**config.mk**
```make
export PLATFORM = sky130hd
export DESIGN_NAME = json_byte_tokenizer_unit
export DESIGN_NICKNAME = d
export VERILOG_FILES = /design/src/sv/jbt_pkg.sv /design/src/sv/jbt_lexer.sv /design/src/sv/jbt_out_buf.sv /design/src/sv/json_byte_tokenizer_unit.sv
export SDC_FILE = /design/constraint.sdc
export NUM_CORES = 1
export LEC_CHECK = 0
export BUFFER_PORTS_ARGS = -buffer_cell sky130_fd_sc_hd__buf_2
export CAP_MARGIN = 20
export CORE_ASPECT_RATIO = 2
export CORE_MARGIN = 8
export CORE_UTILIZATION = 55
export DETAILED_ROUTE_END_ITERATION = 12
export PLACE_DENSITY = 0.83
export SLEW_MARGIN = 25
export SYNTH_ARGS = -nofsm -noshare
export SYNTH_HDL_FRONTEND = slang
export SYNTH_SLANG_ARGS = --single-unit
```
**constraint.sdc**
```tcl
create_clock -name i_clk -period 2.5 [get_ports i_clk]
set_input_delay 0.25 -clock i_clk [delete_from_list [all_inputs] [get_ports i_clk]]
set_output_delay 0.25 -clock i_clk [all_outputs]
set_load 0.01 [all_outputs]
```
**src/sv/jbt_pkg.sv**
```systemverilog
// Shared types, character constants and token codes of the JSON byte tokenizer.
// Used by jbt_lexer, jbt_out_buf and json_byte_tokenizer_unit; depends on nothing.
`default_nettype none

package jbt_pkg;

    localparam int MaxResults = 3;

    localparam logic [3:0] K_LBRACE   = 4'd0;
    localparam logic [3:0] K_LBRACKET = 4'd1;
    localparam logic [3:0] K_RBRACE   = 4'd2;
    localparam logic [3:0] K_RBRACKET = 4'd3;
    localparam logic [3:0] K_COLON    = 4'd4;
    localparam logic [3:0] K_COMMA    = 4'd5;
    localparam logic [3:0] K_STRING   = 4'd6;
    localparam logic [3:0] K_INTEGER  = 4'd7;
    localparam logic [3:0] K_DECIMAL  = 4'd8;
    localparam logic [3:0] K_BOOLEAN  = 4'd9;
    localparam logic [3:0] K_NULL     = 4'd10;
    localparam logic [3:0] K_EOF      = 4'd11;
    localparam logic [3:0] K_ILLEGAL  = 4'd12;

    localparam logic [1:0] MODE_IDLE    = 2'd0;
    localparam logic [1:0] MODE_STRING  = 2'd1;
    localparam logic [1:0] MODE_NUMBER  = 2'd2;
    localparam logic [1:0] MODE_KEYWORD = 2'd3;

    localparam logic [2:0] PH_SIGN       = 3'd0;
    localparam logic [2:0] PH_ZERO       = 3'd1;
    localparam logic [2:0] PH_INT        = 3'd2;
    localparam logic [2:0] PH_FRAC_START = 3'd3;
    localparam logic [2:0] PH_FRAC       = 3'd4;
    localparam logic [2:0] PH_EXP_START  = 3'd5;
    localparam logic [2:0] PH_EXP_SIGN   = 3'd6;
    localparam logic [2:0] PH_EXP        = 3'd7;

    localparam logic [1:0] KW_TRUE  = 2'd0;
    localparam logic [1:0] KW_FALSE = 2'd1;
    localparam logic [1:0] KW_NULL  = 2'd2;
    localparam logic [1:0] KW_NONE  = 2'd3;

    localparam logic [7:0] CH_NUL      = 8'h00;
    localparam logic [7:0] CH_TAB      = 8'h09;
    localparam logic [7:0] CH_LF       = 8'h0A;
    localparam logic [7:0] CH_CR       = 8'h0D;
    localparam logic [7:0] CH_SPACE    = 8'h20;
    localparam logic [7:0] CH_QUOTE    = 8'h22;
    localparam logic [7:0] CH_PLUS     = 8'h2B;
    localparam logic [7:0] CH_COMMA    = 8'h2C;
    localparam logic [7:0] CH_MINUS    = 8'h2D;
    localparam logic [7:0] CH_DOT      = 8'h2E;
    localparam logic [7:0] CH_ZERO     = 8'h30;
    localparam logic [7:0] CH_NINE     = 8'h39;
    localparam logic [7:0] CH_COLON    = 8'h3A;
    localparam logic [7:0] CH_UPPER_E  = 8'h45;
    localparam logic [7:0] CH_LBRACKET = 8'h5B;
    localparam logic [7:0] CH_RBRACKET = 8'h5D;
    localparam logic [7:0] CH_A        = 8'h61;
    localparam logic [7:0] CH_E        = 8'h65;
    localparam logic [7:0] CH_F        = 8'h66;
    localparam logic [7:0] CH_L        = 8'h6C;
    localparam logic [7:0] CH_N        = 8'h6E;
    localparam logic [7:0] CH_R        = 8'h72;
    localparam logic [7:0] CH_S        = 8'h73;
    localparam logic [7:0] CH_T        = 8'h74;
    localparam logic [7:0] CH_U        = 8'h75;
    localparam logic [7:0] CH_LBRACE   = 8'h7B;
    localparam logic [7:0] CH_RBRACE   = 8'h7D;

    typedef struct packed {
        logic [3:0] kind;
        logic [7:0] data;
        logic       lit;
        logic       done;
    } t_result;

    typedef struct packed {
        t_result [MaxResults-1:0] res;
        logic [1:0]               cnt;
    } t_res_set;

    typedef struct packed {
        logic [1:0] mode;
        logic [2:0] phase;
        logic       seen_dec;
        logic [2:0] kw_pos;
        logic [1:0] kw_which;
        logic       kw_match;
    } t_lex_state;

    localparam t_lex_state LEX_IDLE = '{
        mode: MODE_IDLE, phase: PH_SIGN, seen_dec: 1'b0,
        kw_pos: 3'd0, kw_which: KW_TRUE, kw_match: 1'b1
    };

    function automatic logic is_digit(input logic [7:0] b);
        return (b >= CH_ZERO) && (b <= CH_NINE);
    endfunction

    function automatic logic is_ws(input logic [7:0] b);
        return (b == CH_SPACE) || (b == CH_TAB) || (b == CH_LF) || (b == CH_CR);
    endfunction

    function automatic logic is_struct(input logic [7:0] b);
        return (b == CH_LBRACE) || (b == CH_LBRACKET) || (b == CH_RBRACE) ||
               (b == CH_RBRACKET) || (b == CH_COLON) || (b == CH_COMMA);
    endfunction

    function automatic logic [3:0] struct_kind(input logic [7:0] b);
        logic [3:0] k;
        priority case (b)
            CH_LBRACE:   k = K_LBRACE;
            CH_LBRACKET: k = K_LBRACKET;
            CH_RBRACE:   k = K_RBRACE;
            CH_RBRACKET: k = K_RBRACKET;
            CH_COLON:    k = K_COLON;
            default:     k = K_COMMA;
        endcase
        return k;
    endfunction

    function automatic logic [7:0] kw_char(input logic [1:0] which, input logic [2:0] pos);
        logic [7:0] c;
        priority case ({which, pos})
            {KW_TRUE, 3'd0}:  c = CH_T;
            {KW_TRUE, 3'd1}:  c = CH_R;
            {KW_TRUE, 3'd2}:  c = CH_U;
            {KW_TRUE, 3'd3}:  c = CH_E;
            {KW_FALSE, 3'd0}: c = CH_F;
            {KW_FALSE, 3'd1}: c = CH_A;
            {KW_FALSE, 3'd2}: c = CH_L;
            {KW_FALSE, 3'd3}: c = CH_S;
            {KW_FALSE, 3'd4}: c = CH_E;
            {KW_NULL, 3'd0}:  c = CH_N;
            {KW_NULL, 3'd1}:  c = CH_U;
            {KW_NULL, 3'd2}:  c = CH_L;
            {KW_NULL, 3'd3}:  c = CH_L;
            default:          c = CH_NUL;
        endcase
        return c;
    endfunction

    function automatic logic [2:0] kw_len(input logic [1:0] which);
        return (which == KW_FALSE) ? 3'd5 : 3'd4;
    endfunction

endpackage

`default_nettype wire

```
**src/sv/jbt_lexer.sv**
```systemverilog
// Combinational lexer step: next lexer state and up to two results for one byte.
// Depends on jbt_pkg.
`default_nettype none

module jbt_lexer
    import jbt_pkg::*;
(
    input  t_lex_state i_state,
    input  logic [7:0] i_byte,
    input  logic       i_eoi,
    output t_lex_state o_state,
    output t_res_set   o_set
);

    always_comb begin
        t_lex_state s;
        t_result [MaxResults-1:0] res;
        logic [1:0] n;
        logic       ok;
        logic [2:0] nph;
        logic       miss;
        logic       match_n;
        logic [2:0] pos_n;
        logic [3:0] kw_kind;

        s       = i_state;
        res     = '0;
        n       = 2'd0;
        ok      = 1'b0;
        nph     = i_state.phase;
        miss    = 1'b0;
        match_n = 1'b0;
        pos_n   = 3'd0;
        kw_kind = (i_state.kw_which == KW_NULL) ? K_NULL : K_BOOLEAN;

        unique case (i_state.mode)
            MODE_STRING: begin
                if (i_byte == CH_QUOTE) begin
                    res[n] = '{kind: K_STRING, data: CH_NUL, lit: 1'b0, done: 1'b1};
                    n = n + 2'd1;
                    s = LEX_IDLE;
                end else if (i_byte == CH_NUL) begin
                    res[n] = '{kind: K_ILLEGAL, data: CH_NUL, lit: 1'b0, done: 1'b1};
                    n = n + 2'd1;
                    s = LEX_IDLE;
                end else begin
                    res[n] = '{kind: K_STRING, data: i_byte, lit: 1'b1, done: 1'b0};
                    n = n + 2'd1;
                end
            end
            MODE_NUMBER: begin
                if (i_byte == CH_NUL) begin
                    res[n] = '{kind: K_ILLEGAL, data: CH_NUL, lit: 1'b0, done: 1'b1};
                    n = n + 2'd1;
                    s = LEX_IDLE;
                end else if ((is_struct(i_byte) && i_byte != CH_LBRACE &&
                              i_byte != CH_LBRACKET && i_byte != CH_COLON ||
                              is_ws(i_byte)) &&
                             (i_state.phase == PH_ZERO || i_state.phase == PH_INT ||
                              i_state.phase == PH_FRAC || i_state.phase == PH_EXP)) begin
                    res[n] = '{kind: i_state.seen_dec ? K_DECIMAL : K_INTEGER,
                               data: CH_NUL, lit: 1'b0, done: 1'b1};
                    n = n + 2'd1;
                    s = LEX_IDLE;
                    if (!is_ws(i_byte)) begin
                        res[n] = '{kind: struct_kind(i_byte), data: i_byte,
                                   lit: 1'b1, done: 1'b1};
                        n = n + 2'd1;
                    end
                end else begin
                    unique case (i_state.phase)
                        PH_SIGN: begin
                            if (is_digit(i_byte)) begin
                                ok  = 1'b1;
                                nph = (i_byte == CH_ZERO) ? PH_ZERO : PH_INT;
                            end
                        end
                        PH_ZERO, PH_INT, PH_FRAC: begin
                            priority if (is_digit(i_byte) && i_state.phase != PH_ZERO) begin
                                ok = 1'b1;
                            end else if (i_byte == CH_DOT && i_state.phase != PH_FRAC) begin
                                ok = 1'b1;
                                nph = PH_FRAC_START;
                                s.seen_dec = 1'b1;
                            end else if (i_byte == CH_E || i_byte == CH_UPPER_E) begin
                                ok = 1'b1;
                                nph = PH_EXP_START;
                            end else begin
                                ok = 1'b0;
                            end
                        end
                        PH_FRAC_START: begin
                            if (is_digit(i_byte)) begin
                                ok  = 1'b1;
                                nph = PH_FRAC;
                            end
                        end
                        PH_EXP_START: begin
                            priority if (i_byte == CH_PLUS || i_byte == CH_MINUS) begin
                                ok  = 1'b1;
                                nph = PH_EXP_SIGN;
                            end else if (is_digit(i_byte)) begin
                                ok  = 1'b1;
                                nph = PH_EXP;
                            end else begin
                                ok = 1'b0;
                            end
                        end
                        default: begin
                            if (is_digit(i_byte)) begin
                                ok  = 1'b1;
                                nph = PH_EXP;
                            end
                        end
                    endcase
                    if (ok) begin
                        s.phase = nph;
                        res[n] = '{kind: s.seen_dec ? K_DECIMAL : K_INTEGER,
                                   data: i_byte, lit: 1'b1, done: 1'b0};
                        n = n + 2'd1;
                    end else begin
                        res[n] = '{kind: K_ILLEGAL, data: i_byte, lit: 1'b1, done: 1'b1};
                        n = n + 2'd1;
                        s = LEX_IDLE;
                    end
                end
            end
            MODE_KEYWORD: begin
                if (i_byte == CH_NUL) begin
                    res[n] = '{kind: K_ILLEGAL, data: CH_NUL, lit: 1'b0, done: 1'b1};
                    n = n + 2'd1;
                    s = LEX_IDLE;
                end else begin
                    miss = (i_state.kw_pos >= 3'd5) || (i_state.kw_which == KW_NONE) ||
                           (i_byte != kw_char(i_state.kw_which, i_state.kw_pos));
                    match_n = i_state.kw_match && !miss;
                    pos_n = i_state.kw_pos + 3'd1;
                    res[n] = '{kind: kw_kind, data: i_byte, lit: 1'b1, done: 1'b0};
                    n = n + 2'd1;
                    if (pos_n >= kw_len(i_state.kw_which)) begin
                        res[n] = '{kind: match_n ? kw_kind : K_ILLEGAL, data: CH_NUL,
                                   lit: 1'b0, done: 1'b1};
                        n = n + 2'd1;
                        s = LEX_IDLE;
                    end else begin
                        s.kw_pos   = pos_n;
                        s.kw_match = match_n;
                    end
                end
            end
            default: begin
                s = LEX_IDLE;
                priority if (is_struct(i_byte)) begin
                    res[n] = '{kind: struct_kind(i_byte), data: i_byte, lit: 1'b1, done: 1'b1};
                    n = n + 2'd1;
                end else if (i_byte == CH_NUL) begin
                    res[n] = '{kind: K_EOF, data: CH_NUL, lit: 1'b0, done: 1'b1};
                    n = n + 2'd1;
                end else if (i_byte == CH_QUOTE) begin
                    s.mode = MODE_STRING;
                end else if (i_byte == CH_T || i_byte == CH_F || i_byte == CH_N) begin
                    s.mode     = MODE_KEYWORD;
                    s.kw_which = (i_byte == CH_T) ? KW_TRUE :
                                 ((i_byte == CH_F) ? KW_FALSE : KW_NULL);
                    s.kw_pos   = 3'd1;
                    s.kw_match = 1'b1;
                    res[n] = '{kind: (i_byte == CH_N) ? K_NULL : K_BOOLEAN, data: i_byte,
                               lit: 1'b1, done: 1'b0};
                    n = n + 2'd1;
                end else if (is_ws(i_byte)) begin
                    s = LEX_IDLE;
                end else if (i_byte == CH_MINUS || is_digit(i_byte)) begin
                    s.mode  = MODE_NUMBER;
                    s.phase = (i_byte == CH_MINUS) ? PH_SIGN :
                              ((i_byte == CH_ZERO) ? PH_ZERO : PH_INT);
                    res[n] = '{kind: K_INTEGER, data: i_byte, lit: 1'b1, done: 1'b0};
                    n = n + 2'd1;
                end else begin
                    res[n] = '{kind: K_ILLEGAL, data: i_byte, lit: 1'b1, done: 1'b1};
                    n = n + 2'd1;
                end
            end
        endcase

        if (i_eoi) begin
            if (s.mode != MODE_IDLE) begin
                res[n] = '{kind: K_ILLEGAL, data: CH_NUL, lit: 1'b0, done: 1'b1};
                n = n + 2'd1;
            end
            s = LEX_IDLE;
        end

        o_state   = s;
        o_set.res = res;
        o_set.cnt = n;
    end

endmodule

`default_nettype wire

```
**src/sv/jbt_out_buf.sv**
```systemverilog
// Result buffer: holds the results of one item and hands them out one per cycle while i_stall is low.
// Depends on jbt_pkg.
`default_nettype none

module jbt_out_buf
    import jbt_pkg::*;
(
    input  logic     i_clk,
    input  logic     i_rst_n,
    input  logic     i_load,
    input  t_res_set i_set,
    input  logic     i_stall,
    output logic     o_free,
    output logic     o_valid,
    output t_result  o_result,
    output logic     o_last
);

    t_result [MaxResults-1:0] r_res;
    logic [1:0] r_cnt;
    logic [1:0] r_head;
    logic       pop;

    assign pop      = (r_cnt != 2'd0) && !i_stall;
    assign o_free   = (r_cnt == 2'd0) || ((r_cnt == 2'd1) && !i_stall);
    assign o_valid  = (r_cnt != 2'd0);
    assign o_last   = (r_cnt == 2'd1);
    assign o_result = r_res[r_head];

    always_ff @(posedge i_clk) begin
        if (!i_rst_n) begin
            r_cnt  <= 2'd0;
            r_head <= 2'd0;
        end else if (i_load) begin
            r_cnt  <= i_set.cnt;
            r_head <= 2'd0;
        end else if (pop) begin
            r_cnt <= r_cnt - 2'd1;
            if (r_cnt != 2'd1) begin
                r_head <= r_head + 2'd1;
            end
        end
    end

    always_ff @(posedge i_clk) begin
        if (i_load) begin
            r_res <= i_set.res;
        end
    end

`ifndef SYNTHESIS
    a_load_shows: assert property (@(posedge i_clk) disable iff (!i_rst_n)
        (i_load && i_set.cnt != 2'd0) |=> o_valid)
        else $error("loaded results are not presented");
    a_last_drains: assert property (@(posedge i_clk) disable iff (!i_rst_n)
        (pop && o_last && !i_load) |=> !o_valid)
        else $error("result presented after the last one of an item");
    a_head_range: assert property (@(posedge i_clk) disable iff (!i_rst_n)
        o_valid |-> (r_head <= 2'd2))
        else $error("result buffer read pointer out of range");
`endif

endmodule

`default_nettype wire

```
**src/sv/json_byte_tokenizer_unit.sv**
```systemverilog
// Top level of the JSON byte tokenizer: input register, lexer state and result buffer.
// Depends on jbt_pkg, jbt_lexer and jbt_out_buf.
//
// The input channel takes one byte of JSON text per item, with a flag on the final
// byte; the output channel gives token results one per cycle while i_stall is low,
// with o_last on the final result of each byte. Both channels use valid and stall; an
// item moves at a rising edge with valid high and stall low.
// An accepted byte is lexed while it sits in the input register and its results are
// loaded into the result buffer once the buffer is free; the buffer then presents
// them from its registers. A byte with several results holds the lexer while the
// buffer hands them out through its single read port. A new byte is taken in the
// cycle the last result of the previous one leaves.
// When the receiver stalls, the buffer holds its result steady and the input stall
// rises once the input register is full behind it.
// Reset (synchronous, active low) empties both registers and returns the lexer to
// idle outside any token.
`default_nettype none

module json_byte_tokenizer_unit
    import jbt_pkg::*;
(
    input  logic       i_clk,
    input  logic       i_rst_n,
    input  logic       i_valid,
    output logic       o_stall,
    input  logic [7:0] i_in_byte,
    input  logic       i_end_of_input,
    output logic       o_valid,
    input  logic       i_stall,
    output logic [3:0] o_token_kind,
    output logic [7:0] o_data_byte,
    output logic       o_is_literal,
    output logic       o_token_done,
    output logic       o_last
);

    logic       r_in_vld;
    logic [7:0] r_in_byte;
    logic       r_in_eoi;
    t_lex_state r_st;
    t_lex_state n_st;
    t_res_set   lex_set;
    t_result    out_res;
    logic       buf_free;
    logic       adv;
    logic       take;

    assign adv     = r_in_vld && buf_free;
    assign o_stall = r_in_vld && !buf_free;
    assign take    = i_valid && !o_stall;

    always_ff @(posedge i_clk) begin
        if (!i_rst_n) begin
            r_in_vld <= 1'b0;
            r_st     <= LEX_IDLE;
        end else begin
            if (take) begin
                r_in_vld <= 1'b1;
            end else if (adv) begin
                r_in_vld <= 1'b0;
            end
            if (adv) begin
                r_st <= n_st;
            end
        end
    end

    always_ff @(posedge i_clk) begin
        if (take) begin
            r_in_byte <= i_in_byte;
            r_in_eoi  <= i_end_of_input;
        end
    end

    jbt_lexer u_lexer (
        .i_state (r_st),
        .i_byte  (r_in_byte),
        .i_eoi   (r_in_eoi),
        .o_state (n_st),
        .o_set   (lex_set)
    );

    jbt_out_buf u_out_buf (
        .i_clk    (i_clk),
        .i_rst_n  (i_rst_n),
        .i_load   (adv),
        .i_set    (lex_set),
        .i_stall  (i_stall),
        .o_free   (buf_free),
        .o_valid  (o_valid),
        .o_result (out_res),
        .o_last   (o_last)
    );

    assign o_token_kind = out_res.kind;
    assign o_data_byte  = out_res.data;
    assign o_is_literal = out_res.lit;
    assign o_token_done = out_res.done;

`ifndef SYNTHESIS
    a_eoi_idle: assert property (@(posedge i_clk) disable iff (!i_rst_n)
        (adv && r_in_eoi) |=> (r_st.mode == MODE_IDLE))
        else $error("lexer not idle after the final byte");
`endif

endmodule

`default_nettype wire

```
==> results.md, run 1 <==
* Outcome: finished with violations
* Failing checks: setup timing
* Worst Reg2Reg Path Length in Cells at 9
* Max Cap Violations at 0
* EDFF count, synth at 38
* Initial DRC Count at 470
* Clock Skew at 0.00378 ns
* I/O pin total at 30
* Yosys top cell by area: edfxtp_1
* Max VDD drop at 0.370 mV
* Placed Area at 4690 um^2
* R2R Setup Slk at -0.09 ns
* Cts bufs inserted at 5
* Most frequent cells in the layout: buf_4, edfxtp_1, nor2_1, nand2_1, buf_2
* Die ar. at 10000 um^2
* Core area at 6830 um^2
* GR Util met1 at 26.9%
* GR Layer Usage met3 at 2.79%
* Hold depth at 1
* Setup crit end kind: register
* WP data arrival at 2.64 ns
* Setup CP Type: reg -> reg
* Synth area leaders: edfxtp_1, dfxtp_1, mux2i_1
* Met2 Use GR at 38.6%
* IO Port Bufs at 29
* Initial antenna violation count at 0
* Fin crit share at 104%
* CTS Buffer Depth at 2
* Commonest non-fill, non-tap cell in the layout: buf_4
* Flops & latches, synth at 55
* Area added between synthesis and finish at 32.9%
* Vias in the first global route at 3639
* Initial core utilization at 55.8%
* Reg2reg end: u_out_buf.r_res[7]$_DFFE_PP_
* Die width at 74.9 um
* Top-area cell type share of the netlist area at 29.9%
* CP max stage delay at 0.55 ns
* Worst-Skew Late Latency at 0.30 ns
* Crit path max-delay family: simple AND/OR/NAND/NOR gates
* CP max FO at 8
* Worst-Margin Slew at 0.667 ns
* Wirelength per Cell at 18.6 um
* Min setup slack post-route at -0.0892 ns
* Worst min path class: in -> reg
* WHS at 0.125 ns
* Number of diodes at 0
* Ys async rst share at 0%
* Layout cell share with drive strength beyond 1 at 37.0%
* Busiest grt layer: met2
* Pwr/cell area at 505 nW/um^2
* Post-synthesis cell type count at 86
* Final ANT Viol Nets at 0
* WHS Endpoint: r_in_byte[1]$_DFFE_PP_
* Crit path buffers/inverters at 1
* HPWL after detailed placement at 8530 um
* Root Buffer: clkbuf_16
* Final Hold Viols at 0
* Pin count of the biggest net entering global routing at 36
* Final #Nets at 546
* Pins Over Slew Limit at 0
* Total global routing overflow at 0
* Hold_sp: i_in_byte[1]
* Slew HR at 55.5%
* FP Rows at 43
* Pre-Repair DR Iteration Count at 5
* Worst endpoint required time at 2.55 ns
* Post-Synthesis Cells at 400
* Max Clk Rate at 386 MHz
* Reg2reg start: r_in_byte[6]$_DFFE_PP_
* Cells along the critical path: or4b_4 > nor4_4 > o32a_1 > buf_4 > nand3_2 > o211ai_4 > ha_4 > nand2_4 > and4_1
* First-pass GRT wire length at 17900 um
* Crit start category: register
* Die height at 134 um
* Critical path's slowest cell: or4b_4
* Clock Pin Slew Worst Setup and Hold Paths at 0.07 ns
* Final setup vio count at 18
* CTS tree: built
* Gpl congestion at 1.01
* WL final at 11400 um
* RSZ-0062 raised after global routing: yes
* Post-synthesis sequential area ratio at 38.9%
* CTS Sinks at 55
* Post-route cell area at 5070 um^2
* Syn Area/Cell at 9.53 um^2
* Hold-fix buffers at CTS at 0
* Synth Cell Area at 3810 um^2
* H-tree Lvls at 2
* # DRC at 0
* Yosys warning total at 0
* Vias per cell at 6.00
* Minimum clock period at 2.59 ns
* Leak at 2.12 nW
* Synth Flop Type: edfxtp_1
* Global Route Usage Sum at 23.3%
* Vias after detailed routing at 3670
==> layer usage <==
metal,vias up,routed length [um]
met1,1723,4350
li1,1743,-
met2,151,5720
met5,-,0
met3,53,566
met4,0,718
==> stage by stage <==
step / std cells / setup WS (ns) / util [%] / setup TNS [ns] / total power, mW
6_report: 612 / -0.0892 / 74.2 / -0.967 / 2.56
5_1_grt: 612 / -0.150 / 74.2 / -2.48 / 2.68
4_1_cts: 606 / -0.0351 / 72.2 / -0.0963 / 2.55
3_5_place_dp: 592 / -0.0945 / 68.6 / -0.654 / 1.85
3_3_place_gp: 592 / -0.0867 / 68.6 / -0.0970 / 1.83
2_1_floorplan: 401 / -0.0478 / - / -0.269 / 1.55
==> sequential cells by signal, summed over array words and instances (netlist names) <==
name / cells
u_out_buf.r_head: 2
r_in_eoi: 1
r_st: 12
u_out_buf.r_res: 29
u_out_buf.r_cnt: 2
r_in_vld: 1
r_in_byte: 8
==> Yosys cell counts, types with 3 or more instances <==
library cell / n
nor4_1: 4
ha_1: 12
a211oi_1: 3
xnor2_1: 8
o31ai_1: 3
a21o_1: 3
and2_1: 7
edfxtp_1: 38
buf_2: 7
a21oi_1: 11
a31oi_1: 3
mux2_2: 3
o21ai_0: 20
a22oi_1: 5
or3_1: 4
nand3_1: 13
o211ai_1: 8
o211a_1: 3
and3_1: 5
nand2b_1: 3
and4_1: 3
o21a_1: 3
nand4_1: 5
inv_1: 18
o21ai_2: 5
xor2_1: 5
nor3_1: 6
nand2_1: 33
nor3b_1: 4
clkbuf_1: 11
nor2_1: 34
mux2i_1: 17
dfxtp_1: 17
nor2b_1: 11
==> worst max path at each step <==
| stage | from | slack, ns | cells after the start | endpoint |
|---|---|---|---|---|
| after floorplan | r_in_byte[4]$_DFFE_PP_ | -0.05 | 9 | u_out_buf.r_res[7]$_DFFE_PP_ |
| after global placement | r_in_byte[2]$_DFFE_PP_ | -0.09 | 7 | u_out_buf.r_res[1]$_DFFE_PP_ |
| after detailed placement | r_in_byte[6]$_DFFE_PP_ | -0.09 | 10 | u_out_buf.r_res[6]$_DFFE_PP_ |
| after CTS | r_in_byte[6]$_DFFE_PP_ | -0.04 | 9 | u_out_buf.r_res[1]$_DFFE_PP_ |
| after global routing | r_in_byte[6]$_DFFE_PP_ | -0.15 | 9 | r_st[3]$_SDFFE_PN0P_ |
| final | r_in_byte[6]$_DFFE_PP_ | -0.09 | 9 | u_out_buf.r_res[7]$_DFFE_PP_ |
==> report_power, final <==
| group | switching (mW) | leakage [nW] | internal (mW) |
|---|---|---|---|
| sequential | 0.0643 | 0.493 | 1.08 |
| combinational | 0.390 | 1.56 | 0.326 |
| clock | 0.319 | 0.0710 | 0.376 |
==> what timing repair did <==
item                                    4_1_cts  5_1_grt
pin swaps                                    11        4
setup buffers                                 6        6
gates resized for setup                      12       21
endpoints found under the setup margin       14       33
==> worst reg2reg max path, cell delays in order, from the launching register on <==
cell and delay, ns:
edfxtp_1 0.50, or4b_4 0.55, nor4_4 0.18, o32a_1 0.27, buf_4 0.14, nand3_2 0.11
o211ai_4 0.13, ha_4 0.20, nand2_4 0.09, and4_1 0.18
==> final cells by class <==
class                           count  area (um^2)
Tap cell                           90          113
Fill cell                         514         1770
Timing Repair Buffer              135          948
Multi-Input combinational cell    304         2300
Clock buffer                        6          129
Clock inverter                      2         17.5
Sequential cell                    55         1480
Inverter                           20         75.1
==> kinds of logic (layout without fill, tap and decap cells) <==
group / after synthesis / in the layout / share of synthesized area (%)
adders and majority gates: 12 / 12 / 3.94
other: 1 / 2 / 0.0984
buffers and inverters: 42 / 163 / 4.66
AOI/OAI and AO/OA: 103 / 103 / 21.1
and+or+nand+nor: 154 / 154 / 23.0
xor gates and xnor gates: 13 / 13 / 2.99
muxes: 20 / 20 / 5.35
DFF: 55 / 55 / 38.9
Note: power is estimated with default switching activity, not from simulation.
==> inputs of run 2 (changes only) <==
--- a/config.mk
+++ b/config.mk
@@ -7,11 +7,13 @@
 export LEC_CHECK = 0
 export BUFFER_PORTS_ARGS = -buffer_cell sky130_fd_sc_hd__buf_2
 export CAP_MARGIN = 20
+export CELL_PAD_IN_SITES_DETAIL_PLACEMENT = 1
+export CELL_PAD_IN_SITES_GLOBAL_PLACEMENT = 1
 export CORE_ASPECT_RATIO = 2
 export CORE_MARGIN = 8
-export CORE_UTILIZATION = 55
+export CORE_UTILIZATION = 43
 export DETAILED_ROUTE_END_ITERATION = 12
-export PLACE_DENSITY = 0.83
+export PLACE_DENSITY = 0.85
 export SLEW_MARGIN = 25
 export SYNTH_ARGS = -nofsm -noshare
 export SYNTH_HDL_FRONTEND = slang
==> results.md, run 2 (synthesized netlist as in run 1, its figures left out) <==
* Outcome: finished with violations
* Failing checks: setup timing
* FP Rows at 48
* Cell Int Power at 1.90 mW
* HPWL after detailed placement at 11100 um
* Worst-Skew Late Latency at 0.30 ns
* Worst Reg2Reg Path Length in Cells at 11
* Gpl congestion at 1.02
* CTS Sinks at 55
* Max VDD drop at 0.252 mV
* Area added between synthesis and finish at 41.9%
* H-tree Lvls at 2
* Largest regs: u_out_buf.r_res x29, r_st x12, r_in_byte x8
* Worst endpoint required time at 2.54 ns
* Multi-input logic area at 2410 um^2
* Vias after detailed routing at 3934
* Sum Neg Setup Slack at -3.08 ns
* R2R Setup Slk at -0.22 ns
* Commonest non-fill, non-tap cell in the layout: buf_4
* CP max FO at 6
* NetSw at 848 uW
* Core area at 8650 um^2
* Reg2reg start: r_in_byte[7]$_DFFE_PP_
* Biggest register: u_out_buf.r_res
* Final ANT Viol Nets at 0
* Setup CP Type: reg -> reg
* Hold depth at 1
* Vias in the first global route at 4243
* WL final at 15400 um
* CTS tree: built
* Die height at 149 um
* Hold-fix buffers at CTS at 0
* Total global routing overflow at 0
* Final #Nets at 563
* Crit start category: register
* Hold_sp: i_end_of_input
* Setup crit end kind: register
* Max Clk Rate at 368 MHz
* WHS at 0.118 ns
* Layout cell share with drive strength beyond 1 at 42.7%
* Max reg flops at 29
* Vias per cell at 6.16
* Pins Over Slew Limit at 0
* CP startpoint: r_in_byte[7]$_DFFE_PP_
* Initial core utilization at 44.1%
* Die width at 82.6 um
* CTS Buffer Depth at 2
* Minimum clock period at 2.72 ns
* Cts bufs inserted at 5
* Max Cap Violations at 0
* # DRC at 0
* Sw Share at 30.8%
* Most frequent cells in the layout: buf_4, edfxtp_1, nor2_1, buf_2, nand2_1
* I/O pin total at 30
* Pwr/cell area at 509 nW/um^2
* Comb pwr share at 28.2%
* Die ar. at 12300 um^2
* Fin crit share at 109%
* Clock Pin Slew Worst Setup and Hold Paths at 0.07 ns
* Clock share of power at 29.8%
* Reg area at 1480 um^2
* WHS Endpoint: r_in_eoi$_DFFE_PP_
* Pin count of the biggest net entering global routing at 36
* Worst min path class: in -> reg
* Root Buffer: clkbuf_16
* Final setup vio count at 26
* Initial DRC Count at 295
* Worst-Margin Slew at 0.693 ns
* Slew HR at 53.7%
* Wirelength per Cell at 24.0 um
* Leak at 2.25 nW
* Number of diodes at 0
* Clock Skew at 0.00735 ns
* Initial antenna violation count at 0
* Pre-Repair DR Iteration Count at 4
* RSZ-0062 raised after global routing: yes
* Global Route Usage Sum at 25.0%
* First-pass GRT wire length at 23000 um
* IO Port Bufs at 29
* Reg2reg end: u_out_buf.r_res[13]$_DFFE_PP_
* Sequential power share at 42.0%
* Final Hold Viols at 0
* WP data arrival at 2.76 ns
* Filler instances at 969
* Min setup slack post-route at -0.217 ns
==> run 2: repair_timing <==
item                       4_1_cts  5_1_grt
setup buffers                   12       10
resized for setup               33       37
setup endpoints to repair       31       36
pin swaps                       20       16
gates cloned                     0        0
==> run 2: final cells by class <==
type / count / share of cell area [%]
Clock buffer: 6 / 2.38
Clock inverter: 2 / 0.694
Inverter: 20 / 1.43
Multi-Input combinational cell: 304 / 44.6
Sequential cell: 55 / 27.4
Tap cell: 100 / 2.31
Timing Repair Buffer: 152 / 21.2
==> run 2: worst max path at each step <==
stage          slack, ns                            end  depth (start not counted)
2_1_floorplan      -0.05   u_out_buf.r_res[7]$_DFFE_PP_                          9
3_3_place_gp       -0.16   u_out_buf.r_res[8]$_DFFE_PP_                          9
3_5_place_dp       -0.26   u_out_buf.r_res[4]$_DFFE_PP_                          8
4_1_cts             -0.1  u_out_buf.r_res[13]$_DFFE_PP_                         11
5_1_grt            -0.29  u_out_buf.r_res[13]$_DFFE_PP_                         12
6_report           -0.22  u_out_buf.r_res[13]$_DFFE_PP_                         11
==> run 2: critical path, stage by stage (launching register included) <==
cell and delay, ns:
edfxtp_1 0.42, buf_6 0.14, or4b_4 0.51, nor4_4 0.18, o32a_1 0.35, nand2_2 0.12, o21ai_2 0.13, nand2_2 0.10
ha_4 0.19, nand2_4 0.11, buf_6 0.12, o211ai_1 0.09
==> run 2: power by group through the flow <==
stage | logic (mW) | clock network [mW] | registers (mW)
4_1_cts | 0.737 | 0.817 | 1.15
5_1_grt | 0.835 | 0.855 | 1.17
3_3_place_gp | 0.651 | 0 | 1.17
3_5_place_dp | 0.687 | 0 | 1.18
6_report | 0.776 | 0.819 | 1.16
2_1_floorplan | 0.422 | 0 | 1.13
==> run 2: through the flow <==
stage | cells | utilization (%) | instance area, um^2 | worst slack, ns | total power, mW
after floorplan | 401 | - | 3830 | -0.0478 | 1.55
after global placement | 610 | 55.4 | 4790 | -0.164 | 1.82
after detailed placement | 610 | 55.4 | 4790 | -0.261 | 1.87
after CTS | 630 | 60.1 | 5200 | -0.0972 | 2.71
after global routing | 639 | 62.5 | 5410 | -0.289 | 2.86
final | 639 | 62.5 | 5410 | -0.217 | 2.75
==> run 2: metal layers <==
| metal | GRT usage, % | share of wire (%) | wire length [um] | vias up |
|---|---|---|---|---|
| met5 | 0 | 0 | 0 | - |
| met4 | 18.7 | 7.5 | 1150 | 0 |
| met3 | 3.56 | 3.9 | 599 | 82 |
| met2 | 46.3 | 57 | 8710 | 146 |
| met1 | 22.7 | 32 | 4910 | 1934 |
| li1 | - | - | - | 1772 |
==> inputs of run 3 (changes only) <==
--- a/config.mk
+++ b/config.mk
@@ -11,9 +11,9 @@
 export CELL_PAD_IN_SITES_GLOBAL_PLACEMENT = 1
 export CORE_ASPECT_RATIO = 2
 export CORE_MARGIN = 8
-export CORE_UTILIZATION = 43
+export CORE_UTILIZATION = 51
 export DETAILED_ROUTE_END_ITERATION = 12
-export PLACE_DENSITY = 0.85
+export PLACE_DENSITY = 0.94
 export SLEW_MARGIN = 25
 export SYNTH_ARGS = -nofsm -noshare
 export SYNTH_HDL_FRONTEND = slang
==> constraint.sdc (replaced) <==
create_clock -name i_clk -period 3.2 [get_ports i_clk]
set_input_delay 0.32 -clock i_clk [delete_from_list [all_inputs] [get_ports i_clk]]
set_output_delay 0.32 -clock i_clk [all_outputs]
set_load 0.01 [all_outputs]
==> results.md, run 3 (synthesized netlist as in run 1, its figures left out) <==
* Outcome: complete, no violations
* Die ar. at 10700 um^2
* Worst-Margin Slew at 0.794 ns
* FP Rows at 44
* Worst min path class: in -> reg
* Most frequent cells in the layout: edfxtp_1, nand2_1, nor2_1, buf_2, buf_4
* Vias after detailed routing at 3459
* Initial core utilization at 52.5%
* Total global routing overflow at 0
* Worst-Skew Late Latency at 0.31 ns
* Clock Skew at 0.00545 ns
* # DRC at 0
* Pre-Repair DR Iteration Count at 4
* CP startpoint: r_in_byte[4]$_DFFE_PP_
* CP max stage delay at 0.57 ns
* GR Util met1 at 20.4%
* Worst endpoint required time at 3.26 ns
* Busiest grt layer: met2
* Max VDD drop at 0.317 mV
* Slew HR at 47.0%
* Cts bufs inserted at 5
* Final #Nets at 467
* Critical path's slowest cell: edfxtp_1
* HPWL after detailed placement at 9500 um
* Layout cell share with drive strength beyond 1 at 21.2%
* CP max FO at 12
* Met2 Use GR at 43.8%
* CTS Buffer Depth at 2
* Core area at 7270 um^2
* Number of diodes at 0
* WL final at 12200 um
* Largest regs: u_out_buf.r_res x29, r_st x12, r_in_byte x8
* GR Layer Usage met3 at 3.44%
* R2R Setup Slk at 0.12 ns
* Cells after DPL at 522
* Initial DRC Count at 186
* WP data arrival at 3.14 ns
* Pwr/cell area at 463 nW/um^2
* IO Port Bufs at 29
* Placement-stage worst setup slack at 0.154 ns
* Filler instances at 837
* Final setup vio count at 0
* Die width at 77.1 um
* Root Buffer: clkbuf_16
* Global Route Usage Sum at 23.0%
* Vias in the first global route at 3675
* Biggest register: u_out_buf.r_res
* Clock Pin Slew Worst Setup and Hold Paths at 0.07 ns
* Area added between synthesis and finish at 14.3%
* Final Hold Viols at 0
* Min setup slack post-route at 0.121 ns
* Fin crit share at 96.2%
* Minimum clock period at 3.08 ns
* Crit start category: register
* CTS tree: built
* Max Clk Rate at 325 MHz
* Pin count of the biggest net entering global routing at 36
* Gpl congestion at 1.02
* Cells along the critical path: and4bb_1 > and3_4 > nor3_1 > nand3_1 > o211ai_2 > ha_1 > nand2_2 > and4_1
* Setup crit end kind: register
* Wirelength per Cell at 22.8 um
* Initial antenna violation count at 0
* Max Cap Violations at 0
* H-tree Lvls at 2
* Hold_sp: i_in_byte[7]
* Leak at 1.72 nW
* Finished Layout Cells at 535
* First-pass GRT wire length at 19400 um
* Vias per cell at 6.47
* Pins Over Slew Limit at 0
* Reg2reg start: r_in_byte[4]$_DFFE_PP_
* I/O pin total at 30
* Final ANT Viol Nets at 0
* Die height at 138 um
* Commonest non-fill, non-tap cell in the layout: edfxtp_1
* CTS Sinks at 55
* Max reg flops at 29
* Setup CP Type: reg -> reg
-- run 3: cell types whose count changed in the layout (fill, tap and decap cells not counted), sizes merged --
cell,previous run,this run
buf,152,56
clkbuf,6,5
clkinv,1,2
clkinvlp,1,0
inv,19,20
-- run 3: worst paths after layout --
check / to / cells past startpoint
worst min-delay path: r_in_byte[7]$_DFFE_PP_ / 1
worst min register to register: r_st[6]$_SDFFE_PN0P_ / 2
worst max register to register: u_out_buf.r_res[3]$_DFFE_PP_ / 8
worst max-delay path: u_out_buf.r_res[3]$_DFFE_PP_ / 8
-- run 3: layout make-up --
cell class              count  area (um^2)  share of cell area (%)
multi-input cells         304         2160                    49.7
repair buffers             56          348                    7.98
flip-flops and latches     55         1480                    34.0
well taps                  92          115                    2.64
clock inverters             3         47.5                    1.09
inverters                  20         75.1                    1.72
clock buffers               5          125                    2.87
-- run 3: layer usage --
metal,vias to the layer above,wire [um]
met5,-,0
met4,0,843
met3,62,389
met2,92,6930
met1,1723,4050
li1,1582,-
-- run 3: where the power goes --
group | internal [mW] | leakage, nW | switching, mW
clock network | 0.374 | 0.0844 | 0.269
logic | 0.184 | 1.15 | 0.273
registers | 0.845 | 0.492 | 0.0734
total | 1.40 | 1.72 | 0.615
-- run 3: stage by stage --
stage	power (mW)	setup TNS, ns	instance area [um^2]	utilization [%]	hold slack [ns]
2_1_floorplan	1.21	0	3820	-	0.419
3_3_place_gp	1.35	0	4140	57.0	0.459
4_1_cts	2.02	0	4310	59.3	0.186
6_report	2.02	0	4360	60.0	0.183
3_5_place_dp	1.38	0	4140	57.0	0.481
5_1_grt	2.10	-0.000528	4360	60.0	0.185
-- run 3: critical path: cells and delay by family, from the launching register on --
family	cells	cell delay [ns]
and+or+nand+nor	6	1.63
adders and majority gates	1	0.31
DFF	1	0.57
AOI/OAI and AO/OA	1	0.33
-- run 3: what timing repair did --
action	in CTS	in global routing
setup buffers	0	5
endpoints found under the setup margin	0	14
hold buffers	0	0
gates resized for setup	0	2
